$ cat config.mk
export PLATFORM = sky130hd
export DESIGN_NAME = timed_event_slot_table
export DESIGN_NICKNAME = d
export VERILOG_FILES = /design/src/rtl/tes_pkg.sv /design/src/rtl/tes_ctrl.sv /design/src/rtl/tes_dp.sv /design/src/rtl/timed_event_slot_table.sv
export SDC_FILE = /design/constraint.sdc
export NUM_CORES = 2
export LEC_CHECK = 0
export BUFFER_PORTS_ARGS = -buffer_cell sky130_fd_sc_hd__buf_4
export CAP_MARGIN = 20
export CORE_UTILIZATION = 50
export CTS_CLUSTER_SIZE = 10
export DETAILED_ROUTE_END_ITERATION = 8
export PLACE_DENSITY_LB_ADDON = 0.25
export SKIP_LAST_GASP = 1
export SYNTH_ARGS = -nofsm -noshare
export SYNTH_HDL_FRONTEND = slang
export SYNTH_HIERARCHICAL = 1
export SYNTH_SLANG_ARGS = --single-unit
$ cat constraint.sdc
create_clock -name clk -period 6.4 [get_ports clk]
set_clock_uncertainty 0.1 [all_clocks]
set_input_delay 0.32 -clock clk [delete_from_list [all_inputs] [get_ports clk]]
set_output_delay 0.32 -clock clk [all_outputs]
set_load 0.05 [all_outputs]
$ cat src/rtl/tes_pkg.sv
// shared constants, codes, command struct and saturating add for the timed event slot table
// no dependencies; used by tes_ctrl, tes_dp and timed_event_slot_table
package tes_pkg;

    localparam int SLOTS  = 32;
    localparam int IDX_W  = (SLOTS > 1) ? $clog2(SLOTS) : 1;
    localparam int OP_W   = 2;
    localparam int TIME_W = 32;
    localparam int ID_W   = 16;
    localparam int IVL_W  = 16;
    localparam int KIND_W = 3;
    localparam int SLOT_W = 5;

    localparam logic [OP_W-1:0] OP_TICK  = 2'd0;
    localparam logic [OP_W-1:0] OP_ALLOC = 2'd1;
    localparam logic [OP_W-1:0] OP_CLEAR = 2'd2;

    localparam logic [KIND_W-1:0] KIND_FIRED   = 3'd0;
    localparam logic [KIND_W-1:0] KIND_DONE    = 3'd1;
    localparam logic [KIND_W-1:0] KIND_ALLOC   = 3'd2;
    localparam logic [KIND_W-1:0] KIND_REFUSED = 3'd3;
    localparam logic [KIND_W-1:0] KIND_CLEARED = 3'd4;

    localparam logic [ID_W-1:0]   ID_FREE     = '0;
    localparam logic [ID_W-1:0]   ID_RESERVED = '1;
    localparam logic [TIME_W-1:0] TIME_MAX    = '1;

    typedef struct packed {
        logic             load;     // item accepted this cycle
        logic             alloc;    // try to claim a slot
        logic             clear;    // free every slot
        logic             refuse;   // answer refused
        logic             done;     // close the scan
        logic             rd_en;    // read slot rd_addr into the evaluate stage
        logic [IDX_W-1:0] rd_addr;
    } cmd_t;

    function automatic logic [TIME_W-1:0] sat_add(input logic [TIME_W-1:0] a,
                                                  input logic [TIME_W-1:0] b);
        logic [TIME_W:0] s;
        s = {1'b0, a} + {1'b0, b};
        return s[TIME_W] ? TIME_MAX : s[TIME_W-1:0];
    endfunction

endpackage

$ cat src/rtl/tes_ctrl.sv
// controller for the timed event slot table: decodes the op and sequences the slot scan
// depends on tes_pkg
module tes_ctrl
(
    input  logic                        clk,
    input  logic                        rst_n,
    input  logic                        start,
    input  logic [tes_pkg::OP_W-1:0]    op,
    output logic                        busy,
    output tes_pkg::cmd_t               cmd
);

    typedef enum logic [2:0] {
        S_IDLE,
        S_ALLOC,
        S_CLEAR,
        S_REFUSE,
        S_SCAN,
        S_FLUSH,
        S_DONE
    } state_t;

    state_t                     state_reg;
    logic                       busy_reg;
    logic [tes_pkg::IDX_W-1:0]  cnt_reg;

    always_ff @(posedge clk or negedge rst_n)
    begin
        if (!rst_n)
        begin
            state_reg <= S_IDLE;
            busy_reg  <= 1'b0;
            cnt_reg   <= '0;
        end
        else
        begin
            case (state_reg)
                S_IDLE:
                begin
                    if (start)
                    begin
                        busy_reg <= 1'b1;
                        cnt_reg  <= '0;
                        case (op)
                            tes_pkg::OP_TICK:  state_reg <= S_SCAN;
                            tes_pkg::OP_ALLOC: state_reg <= S_ALLOC;
                            tes_pkg::OP_CLEAR: state_reg <= S_CLEAR;
                            default:           state_reg <= S_REFUSE;
                        endcase
                    end
                end
                S_ALLOC, S_CLEAR, S_REFUSE, S_DONE:
                begin
                    state_reg <= S_IDLE;
                    busy_reg  <= 1'b0;
                end
                S_SCAN:
                begin
                    if (cnt_reg == tes_pkg::IDX_W'(tes_pkg::SLOTS - 1))
                        state_reg <= S_FLUSH;
                    else
                        cnt_reg <= cnt_reg + 1'b1;
                end
                // last slot is evaluated here
                S_FLUSH:
                begin
                    state_reg <= S_DONE;
                end
                default:
                begin
                    state_reg <= S_IDLE;
                    busy_reg  <= 1'b0;
                end
            endcase
        end
    end

    always_comb
    begin
        cmd         = '0;
        cmd.load    = start && (state_reg == S_IDLE);
        cmd.alloc   = (state_reg == S_ALLOC);
        cmd.clear   = (state_reg == S_CLEAR);
        cmd.refuse  = (state_reg == S_REFUSE);
        cmd.done    = (state_reg == S_DONE);
        cmd.rd_en   = (state_reg == S_SCAN);
        cmd.rd_addr = cnt_reg;
    end

    assign busy = busy_reg;

endmodule

$ cat src/rtl/tes_dp.sv
// datapath for the timed event slot table: slot memories, active bits, scan evaluate stage
// and the result register; depends on tes_pkg
module tes_dp
(
    input  logic                            clk,
    input  logic                            rst_n,
    input  tes_pkg::cmd_t                   cmd,
    input  logic [tes_pkg::TIME_W-1:0]      now,
    input  logic [tes_pkg::ID_W-1:0]        event_id,
    input  logic [tes_pkg::TIME_W-1:0]      duration,
    input  logic [tes_pkg::IVL_W-1:0]       interval,
    output logic                            strobe,
    output logic [tes_pkg::KIND_W-1:0]      kind,
    output logic [tes_pkg::SLOT_W-1:0]      slot,
    output logic [tes_pkg::ID_W-1:0]        event_id_res,
    output logic                            last
);

    // latched item
    logic [tes_pkg::TIME_W-1:0] now_reg;
    logic [tes_pkg::ID_W-1:0]   id_reg;
    logic [tes_pkg::TIME_W-1:0] dur_reg;
    logic [tes_pkg::IVL_W-1:0]  ivl_reg;

    // slot storage; entries are read on every scan but only acted on while their active bit is set
    logic [tes_pkg::ID_W-1:0]   ident_mem  [tes_pkg::SLOTS];
    logic [tes_pkg::TIME_W-1:0] end_mem    [tes_pkg::SLOTS];
    logic [tes_pkg::TIME_W-1:0] next_mem   [tes_pkg::SLOTS];
    logic [tes_pkg::IVL_W-1:0]  period_mem [tes_pkg::SLOTS];
    logic [tes_pkg::SLOTS-1:0]  active_reg;

    // evaluate stage
    logic                       ev_vld_reg;
    logic [tes_pkg::IDX_W-1:0]  ev_idx_reg;
    logic [tes_pkg::ID_W-1:0]   rd_ident_reg;
    logic [tes_pkg::TIME_W-1:0] rd_end_reg;
    logic [tes_pkg::TIME_W-1:0] rd_next_reg;
    logic [tes_pkg::IVL_W-1:0]  rd_period_reg;

    // result register
    logic                       strobe_reg;
    logic                       strobe_next;
    logic [tes_pkg::KIND_W-1:0] kind_reg, kind_next;
    logic [tes_pkg::SLOT_W-1:0] slot_reg, slot_next;
    logic [tes_pkg::ID_W-1:0]   res_id_reg, res_id_next;
    logic                       last_reg, last_next;

    logic                       ev_active;
    logic                       fire;
    logic                       expire;
    logic                       free_found;
    logic [tes_pkg::IDX_W-1:0]  free_idx;
    logic                       id_ok;
    logic                       alloc_ok;

    always_ff @(posedge clk)
    begin
        if (cmd.load)
        begin
            now_reg <= now;
            id_reg  <= event_id;
            dur_reg <= duration;
            ivl_reg <= interval;
        end
    end

    assign ev_active = ev_vld_reg && active_reg[ev_idx_reg];
    assign fire      = ev_active && (rd_end_reg >= now_reg) && (now_reg >= rd_next_reg);
    assign expire    = ev_active && (rd_end_reg < now_reg);

    // lowest free slot
    always_comb
    begin
        free_found = 1'b0;
        free_idx   = '0;
        for (int i = tes_pkg::SLOTS - 1; i >= 0; i--)
        begin
            if (!active_reg[i])
            begin
                free_found = 1'b1;
                free_idx   = tes_pkg::IDX_W'(i);
            end
        end
    end

    assign id_ok    = (id_reg != tes_pkg::ID_FREE) && (id_reg != tes_pkg::ID_RESERVED);
    assign alloc_ok = cmd.alloc && id_ok && free_found;

    always_ff @(posedge clk)
    begin
        if (alloc_ok)
        begin
            ident_mem[free_idx]  <= id_reg;
            end_mem[free_idx]    <= tes_pkg::sat_add(now_reg, dur_reg);
            next_mem[free_idx]   <= now_reg;
            period_mem[free_idx] <= ivl_reg;
        end
        else if (fire)
        begin
            next_mem[ev_idx_reg] <= tes_pkg::sat_add(rd_next_reg,
                                                     tes_pkg::TIME_W'(rd_period_reg));
        end
        if (cmd.rd_en)
        begin
            rd_ident_reg  <= ident_mem[cmd.rd_addr];
            rd_end_reg    <= end_mem[cmd.rd_addr];
            rd_next_reg   <= next_mem[cmd.rd_addr];
            rd_period_reg <= period_mem[cmd.rd_addr];
            ev_idx_reg    <= cmd.rd_addr;
        end
    end

    always_ff @(posedge clk or negedge rst_n)
    begin
        if (!rst_n)
        begin
            active_reg <= '0;
            ev_vld_reg <= 1'b0;
            strobe_reg <= 1'b0;
        end
        else
        begin
            ev_vld_reg <= cmd.rd_en;
            strobe_reg <= strobe_next;
            if (cmd.clear)
                active_reg <= '0;
            else if (alloc_ok)
                active_reg[free_idx] <= 1'b1;
            else if (expire)
                active_reg[ev_idx_reg] <= 1'b0;
        end
    end

    always_comb
    begin
        strobe_next = 1'b1;
        kind_next   = tes_pkg::KIND_REFUSED;
        slot_next   = '0;
        res_id_next = '0;
        last_next   = 1'b1;
        if (fire)
        begin
            kind_next   = tes_pkg::KIND_FIRED;
            slot_next   = tes_pkg::SLOT_W'(ev_idx_reg);
            res_id_next = rd_ident_reg;
            last_next   = 1'b0;
        end
        else if (alloc_ok)
        begin
            kind_next   = tes_pkg::KIND_ALLOC;
            slot_next   = tes_pkg::SLOT_W'(free_idx);
            res_id_next = id_reg;
        end
        else if (cmd.clear)
            kind_next = tes_pkg::KIND_CLEARED;
        else if (cmd.done)
            kind_next = tes_pkg::KIND_DONE;
        else if (!(cmd.alloc || cmd.refuse))
            strobe_next = 1'b0;
    end

    always_ff @(posedge clk)
    begin
        kind_reg   <= kind_next;
        slot_reg   <= slot_next;
        res_id_reg <= res_id_next;
        last_reg   <= last_next;
    end

    assign strobe       = strobe_reg;
    assign kind         = kind_reg;
    assign slot         = slot_reg;
    assign event_id_res = res_id_reg;
    assign last         = last_reg;

endmodule

$ cat src/rtl/timed_event_slot_table.sv
// top level of the timed event slot table: controller plus datapath, with assertions
// depends on tes_pkg, tes_ctrl and tes_dp
//
// An item is taken when start is high and busy is low. Allocate, clear and any unknown op
// answer with one result, which leaves the output register as busy drops, so a new item of
// these kinds cannot be taken before the last one is answered. A tick reads the 32 slots one a
// cycle through a single read port and a registered evaluate stage, then closes with the scan
// done result, which leaves as busy drops; a new item can be taken once busy is low. Results
// leave through an output register, one a cycle, each marked by strobe for exactly one cycle;
// they cannot be held off. No clearing pass runs after reset.
module timed_event_slot_table
(
    input  logic                            clk,
    input  logic                            rst_n,
    input  logic                            start,
    output logic                            busy,
    input  logic [tes_pkg::OP_W-1:0]        op,
    input  logic [tes_pkg::TIME_W-1:0]      now,
    input  logic [tes_pkg::ID_W-1:0]        event_id,
    input  logic [tes_pkg::TIME_W-1:0]      duration,
    input  logic [tes_pkg::IVL_W-1:0]       interval,
    output logic                            strobe,
    output logic [tes_pkg::KIND_W-1:0]      kind,
    output logic [tes_pkg::SLOT_W-1:0]      slot,
    output logic [tes_pkg::ID_W-1:0]        event_id_res,
    output logic                            last
);

    tes_pkg::cmd_t cmd;

    tes_ctrl u_ctrl
    (
        .clk   (clk),
        .rst_n (rst_n),
        .start (start),
        .op    (op),
        .busy  (busy),
        .cmd   (cmd)
    );

    tes_dp u_dp
    (
        .clk          (clk),
        .rst_n        (rst_n),
        .cmd          (cmd),
        .now          (now),
        .event_id     (event_id),
        .duration     (duration),
        .interval     (interval),
        .strobe       (strobe),
        .kind         (kind),
        .slot         (slot),
        .event_id_res (event_id_res),
        .last         (last)
    );

`ifndef SYNTH
    // an accepted item always makes the block busy
    a_accept_busy: assert property (@(posedge clk) disable iff (!rst_n)
        start && !busy |=> busy)
        else $error("accepted item did not raise busy");

    // the final result of an item shows up as busy drops
    a_end_result: assert property (@(posedge clk) disable iff (!rst_n)
        $fell(busy) |-> strobe && last)
        else $error("busy dropped without a final result");

    // fired results come only inside a scan and never close it
    a_fired_in_scan: assert property (@(posedge clk) disable iff (!rst_n)
        strobe && kind == tes_pkg::KIND_FIRED |-> busy && !last)
        else $error("fired result outside a scan");

    // a scan reads slots only while it runs
    a_read_in_busy: assert property (@(posedge clk) disable iff (!rst_n)
        cmd.rd_en |-> busy && !cmd.alloc && !cmd.clear)
        else $error("slot read outside a scan");
`endif

endmodule
After elaboration in Yosys (flattened, before gate mapping). Memory sizes are Yosys's and may differ from the RTL's. A register that Yosys moved wholly into a read port is not among the register bits. Cells that the tools add are included.

Add/sub/neg operators: 3. Magnitude comparators: 7. Equality and inequality tests: 13. Muxes and demuxes: 105. Bitwise gates (word level): 4. Reduce and logical (&&, ||, !) cells: 23.

Operator list (number): $mux 32 (6); $mux 5 (37); $ge 32x32->1 (2); $mux 1 (48); $add 32x16->33 (1); $add 32x32->33 (1); $and 32x32->32 (1); $lt 32x32->1 (1); $mux 16 (2); $not 32->32 (1); $or 32x32->32 (1); $reduce_or 32->1 (1); $pmux 3 s3 (2); $ne 16x16->1 const B (1); $reduce_bool 16->1 (1); $lt 5x6->1 const B (2); $demux 1 s5 (2); $ge 5x1->1 const B (2); $logic_and 1x1->1 (10); $pmux 5 s2 (1); $eq 3x3->1 const B (3); $mux 3 (3); $eq 3x2->1 const B (2); $ne 2x2->1 const B (3); other kinds (18) (21).

Register bits: 169. RAM bits: 3072. Output and inout port bits: 27. Memories: 4.

Memories: u_dp.end_mem (depth 32, bits a word 32, rd ports 1, clocked after memory_dff 1, wr ports 1, line tes_dp.sv:27) `logic [tes_pkg::TIME_W-1:0] end_mem [tes_pkg::SLOTS];`; u_dp.next_mem (depth 32, bits a word 32, rd ports 1, clocked after memory_dff 1, wr ports 1, line tes_dp.sv:28) `logic [tes_pkg::TIME_W-1:0] next_mem [tes_pkg::SLOTS];`; u_dp.ident_mem (depth 32, bits a word 16, rd ports 1, clocked after memory_dff 1, wr ports 1, line tes_dp.sv:26) `logic [tes_pkg::ID_W-1:0] ident_mem [tes_pkg::SLOTS];`; u_dp.period_mem (depth 32, bits a word 16, rd ports 1, clocked after memory_dff 1, wr ports 1, line tes_dp.sv:29) `logic [tes_pkg::IVL_W-1:0] period_mem [tes_pkg::SLOTS];`.

Depth between registers and ports, before layout.
Depth in word-level cells: 39. Depth in mapped cells: 13. Gate-level depth less buffers: 11.

Modules after synthesis. The synthesis kept the hierarchy.

By module, submodules not included: tes_dp (times used 1, cells each 5697, area an instance 130413.8 um2, seq. area each 99515.4 um2); tes_ctrl (times used 1, cells each 52, area an instance 526.8 um2, seq. area each 225.2 um2).

Worst setup path before layout. No wires, ideal clock.

Path type: register -> register. Start point: register u_ctrl.state_reg[1]. End point: register u_dp.ev_vld_reg. Arrival time: 4.999 ns. Setup slack: 0.729 ns. Cell stages (with the launch flop): 4. Buffers on the path: 1. Clock period less this slack: 5.671 ns. Cells stage by stage: dfrtp_1 buf_2 or2_1 nor2_1.

RTL lines: start, declared (line tes_ctrl.sv:23) `state_t state_reg;`; start signal, assigned (line tes_ctrl.sv:31) `state_reg <= S_IDLE;`; start signal, assigned (line tes_ctrl.sv:45) `tes_pkg::OP_TICK: state_reg <= S_SCAN;`; start signal, assigned (line tes_ctrl.sv:46) `tes_pkg::OP_ALLOC: state_reg <= S_ALLOC;`; end signal, assigned (line tes_dp.sv:123) `ev_vld_reg <= cmd.rd_en;`; end, declared (line tes_dp.sv:33) `logic ev_vld_reg;`.

Worst setup path in the final report.
Start point: register u_dp/now_reg[0] (netlist bit). End point: memory u_dp/end_mem[0][11] (netlist bit), data pin.

Longest elaborated chain between the ends: 2.

Ends and longest elaborated chain: start, declared (line tes_dp.sv:20) `logic [tes_pkg::TIME_W-1:0] now_reg;`; start signal, assigned (line tes_dp.sv:60) `now_reg <= now;`; $add 32x32->33 (line tes_pkg.sv:41) `s = {1'b0, a} + {1'b0, b};`; $mux 32 (line tes_pkg.sv:42) `return s[TIME_W] ? TIME_MAX : s[TIME_W-1:0];`; end, declared (line tes_dp.sv:27).

No other way between the ends.

==> impl_results.md <==
- Outcome: completed
- H-tree levels: 5
- Clk sinks: 3337
- Hold Buf Count CTS: 105
- Leak: 46.7 nW
- Setup-failing EPs final: 0
- Area Overhead vs Synth: 14.6%
- Layout cells sized above 1: 30.4%
- Die ar.: 264000 um^2
- Final hold viol count: 0
- Vias per inst: 6.45
- Number of nets with antenna violations after routing: 0
- Final setup TNS: 0 ns
- Gr usage total: 26.0%
- Crit path launch type: register
- Clock slew at reported path FFs: ~0.050 ns
- Mapped Area: 131000 um^2
- Post-CTS resize count: 0
- Yosys cell types: 77
- Crit-path max FO: 32
- Syn Inst Count: 5749
- IO Pins: 128
- FP Rows: between 150 and 200
- Drt pass-1 iters: 5
- Slew Limit Fails: 0
- Actual slew at the worst max-slew pin: 1.17 ns
- Arr. time, crit path: 5.39 ns
- Floorplan Core Area: approximately 260000 um^2
- Achievable Freq: 0.195 GHz
- CTS tree: built
- Gr ovfl total: 0
- Post-synthesis register bit count: about 3300
- Maxcap violations: 0
- First-pass GRT wire length: 483000 um
- Largest regs: u_dp/end_mem x1024, u_dp/next_mem x1024
- Worst skew pair latency: 0.91 ns
- Commonest cells post-synth: edfxtp_1, mux4_2, clkbuf_1
- Seq/Total Area, Yosys: 76.2%
- Port bufs: 127
- Post-route DRC: 0
- Synth area leaders: edfxtp_1, mux4_2, ha_1, mux2_2, dfrtp_1
- Drt wl/cell: about 34 um
- Initial DRC count: 7785
- Cell taking the most area after synthesis: edfxtp_1
- Syn nets: 5966
- CP endpoint kind: register
- Pin count of the biggest net entering global routing: 147
- Final worst path period share: 79.9%
- Top cell type's share of synthesized area: 75.0%
- Max_slew headroom: 21.5%
- Root Driver: clkbuf_16
- EDFF count, synth: between 3000 and 4000
- WS Path Type: register to register
- TritonCTS Buffers: 380
- Drt total wl: between 300000 and 400000 um
- Fillers: 18400
- Initial antenna violation count: 18
- Core Util, Final: between 50 and 60%
- CP required: 6.68 ns
- Primary FF master, synth: edfxtp_1
- RSZ-0062 raised after global routing: no
- Final HPWL DP: 188000 um
- Vias in the first global route: 64600
- Syn_area_per_cell: 22.8 um^2
- Die Y: slightly above 500 um
- Peak VDD IR: about 0.3 mV
- Die width: 514 um
- Hold crit path type: input pin to register
- Async S/R FF share, synth: 1.29%
- DR vias: about 64000
- Initial Util: 50.4%
- Multi-input gate area: 30300 um^2
- Yosys warns: 6
- Cell count after placement: 9309
- Bufs on Longest Clock Path: 4
- Final min period: 5.12 ns
- Gpl congestion: 0.964
- PwrDens: 405 nW/um^2
- Cell Count, Final, Fillers Out: around 9900
- Final Net Count: 6524
- Reg area: ~100000 um^2
- Top-count cell post-synth: edfxtp_1
- Setup Fix Bufs, Post-CTS: 0
## per-layer routing
layer	track usage [%]	vias up	share of wire (%)
met4	8.72	4	3.7
li1	-	25500	-
met2	41.9	3221	49
met1	36.5	34700	39
met3	4.00	551	8.1
met5	0	-	0.0061
## through the flow
stage / hold slack, ns / instance area [um^2] / setup slack [ns] / power [mW]
CTS: 0.00173 / 150000 / 1.30 / 61.2
global placement: 0.264 / 138000 / 1.38 / 42.0
finish: 0.0498 / 150000 / 1.28 / 60.8
floorplan: -0.0756 / 131000 / 0.729 / 37.4
detailed placement: 0.276 / 138000 / 1.27 / 42.2
global route: 0.0299 / 150000 / 1.11 / 62.9
## cells in the final DEF (no fill, tap or decap), types with 10 or more instances in the layout
| cell | instances |
|---|---|
| edfxtp_1 | 3269 |
| mux4_2 | 970 |
| clkbuf_16 | 386 |
| buf_4 | 271 |
| ha_1 | 114 |
| nand2_1 | 113 |
| inv_1 | 108 |
| mux2_2 | 105 |
| dlygate4sd3_1 | 104 |
| clkbuf_1 | 96 |
| buf_12 | 67 |
| o21ai_0 | 55 |
| nor2_1 | 52 |
| a21oi_1 | 52 |
| nand3_1 | 38 |
| dfrtp_1 | 38 |
| nor3_1 | 35 |
| nand4_1 | 32 |
| o31ai_1 | 26 |
| dfxtp_1 | 25 |
| and3_1 | 23 |
| o211ai_1 | 23 |
| xnor2_1 | 23 |
| nor2_4 | 22 |
| a21o_1 | 22 |
| mux2i_1 | 21 |
| inv_6 | 18 |
| or2_2 | 17 |
| a211oi_1 | 16 |
| o21a_1 | 16 |
| o311ai_0 | 16 |
| nand2b_1 | 14 |
| xor2_1 | 14 |
| or3_1 | 11 |
| and4_1 | 11 |
| o22ai_4 | 11 |
| o21bai_1 | 10 |
| mux2_1 | 10 |
| o32ai_4 | 10 |
## report_power, final
part           internal, mW  leakage (nW)  switching, mW
clock network          10.9          5.06           8.05
registers              26.7          30.1          0.825
logic                  6.29          11.5           8.03
total                  43.9          46.7           16.9
## cells by family after synthesis
logic type | Yosys count | synth area share (%)
AO/OA/AOI/OAI | 345 | 1.79
XOR/XNOR | 37 | 0.247
adder cells (fa/ha/maj) | 116 | 1.12
buffers and inverters | 398 | 1.23
flip-flops | 3337 | 76.2
multiplexers | 1111 | 17.9
AND/OR/NAND/NOR | 405 | 1.57
## worst max-delay path, stage by stage, from the launching register on
cell and delay [ns]:
edfxtp_1 0.43, ha_1 0.26, inv_1 0.08, fa_1 0.18, nor2b_1 0.05, buf_4 0.13
o31a_1 0.28, o41ai_1 0.78, a211oi_1 0.29, nor2_1 0.20, o31a_1 0.22, o21a_2 0.44
buf_4 0.47, nand2b_1 0.66
## final cells by class
type                            instances  share of cell area (%)
Clock inverter                         25                   0.281
Antenna cell                            7                  0.0117
Inverter                              121                   0.339
Sequential cell                      3337                    66.5
Timing Repair Buffer                  453                    3.10
Multi-Input combinational cell       2014                    20.2
Clock buffer                          483                    6.68
Tap cell                             3496                    2.91
## worst paths after layout
kind                                 startpoint                   end  slack [ns]  depth (start not counted)
max                             u_dp/now_reg[0]   u_dp/end_mem[0][11]        1.28                         13
min                                 interval[8]       u_dp/ivl_reg[8]        0.05                          2
max reg2reg                     u_dp/now_reg[0]   u_dp/end_mem[0][11]        1.28                         13
min reg2reg                u_dp/rd_ident_reg[9]  u_dp/event_id_res[9]        0.39                          2
max in group asynchronous                 rst_n   u_dp/active_reg[25]        5.52                          4
min in group asynchronous                 rst_n           u_dp/strobe        0.41                          4
(Power assumes the default switching activity.)
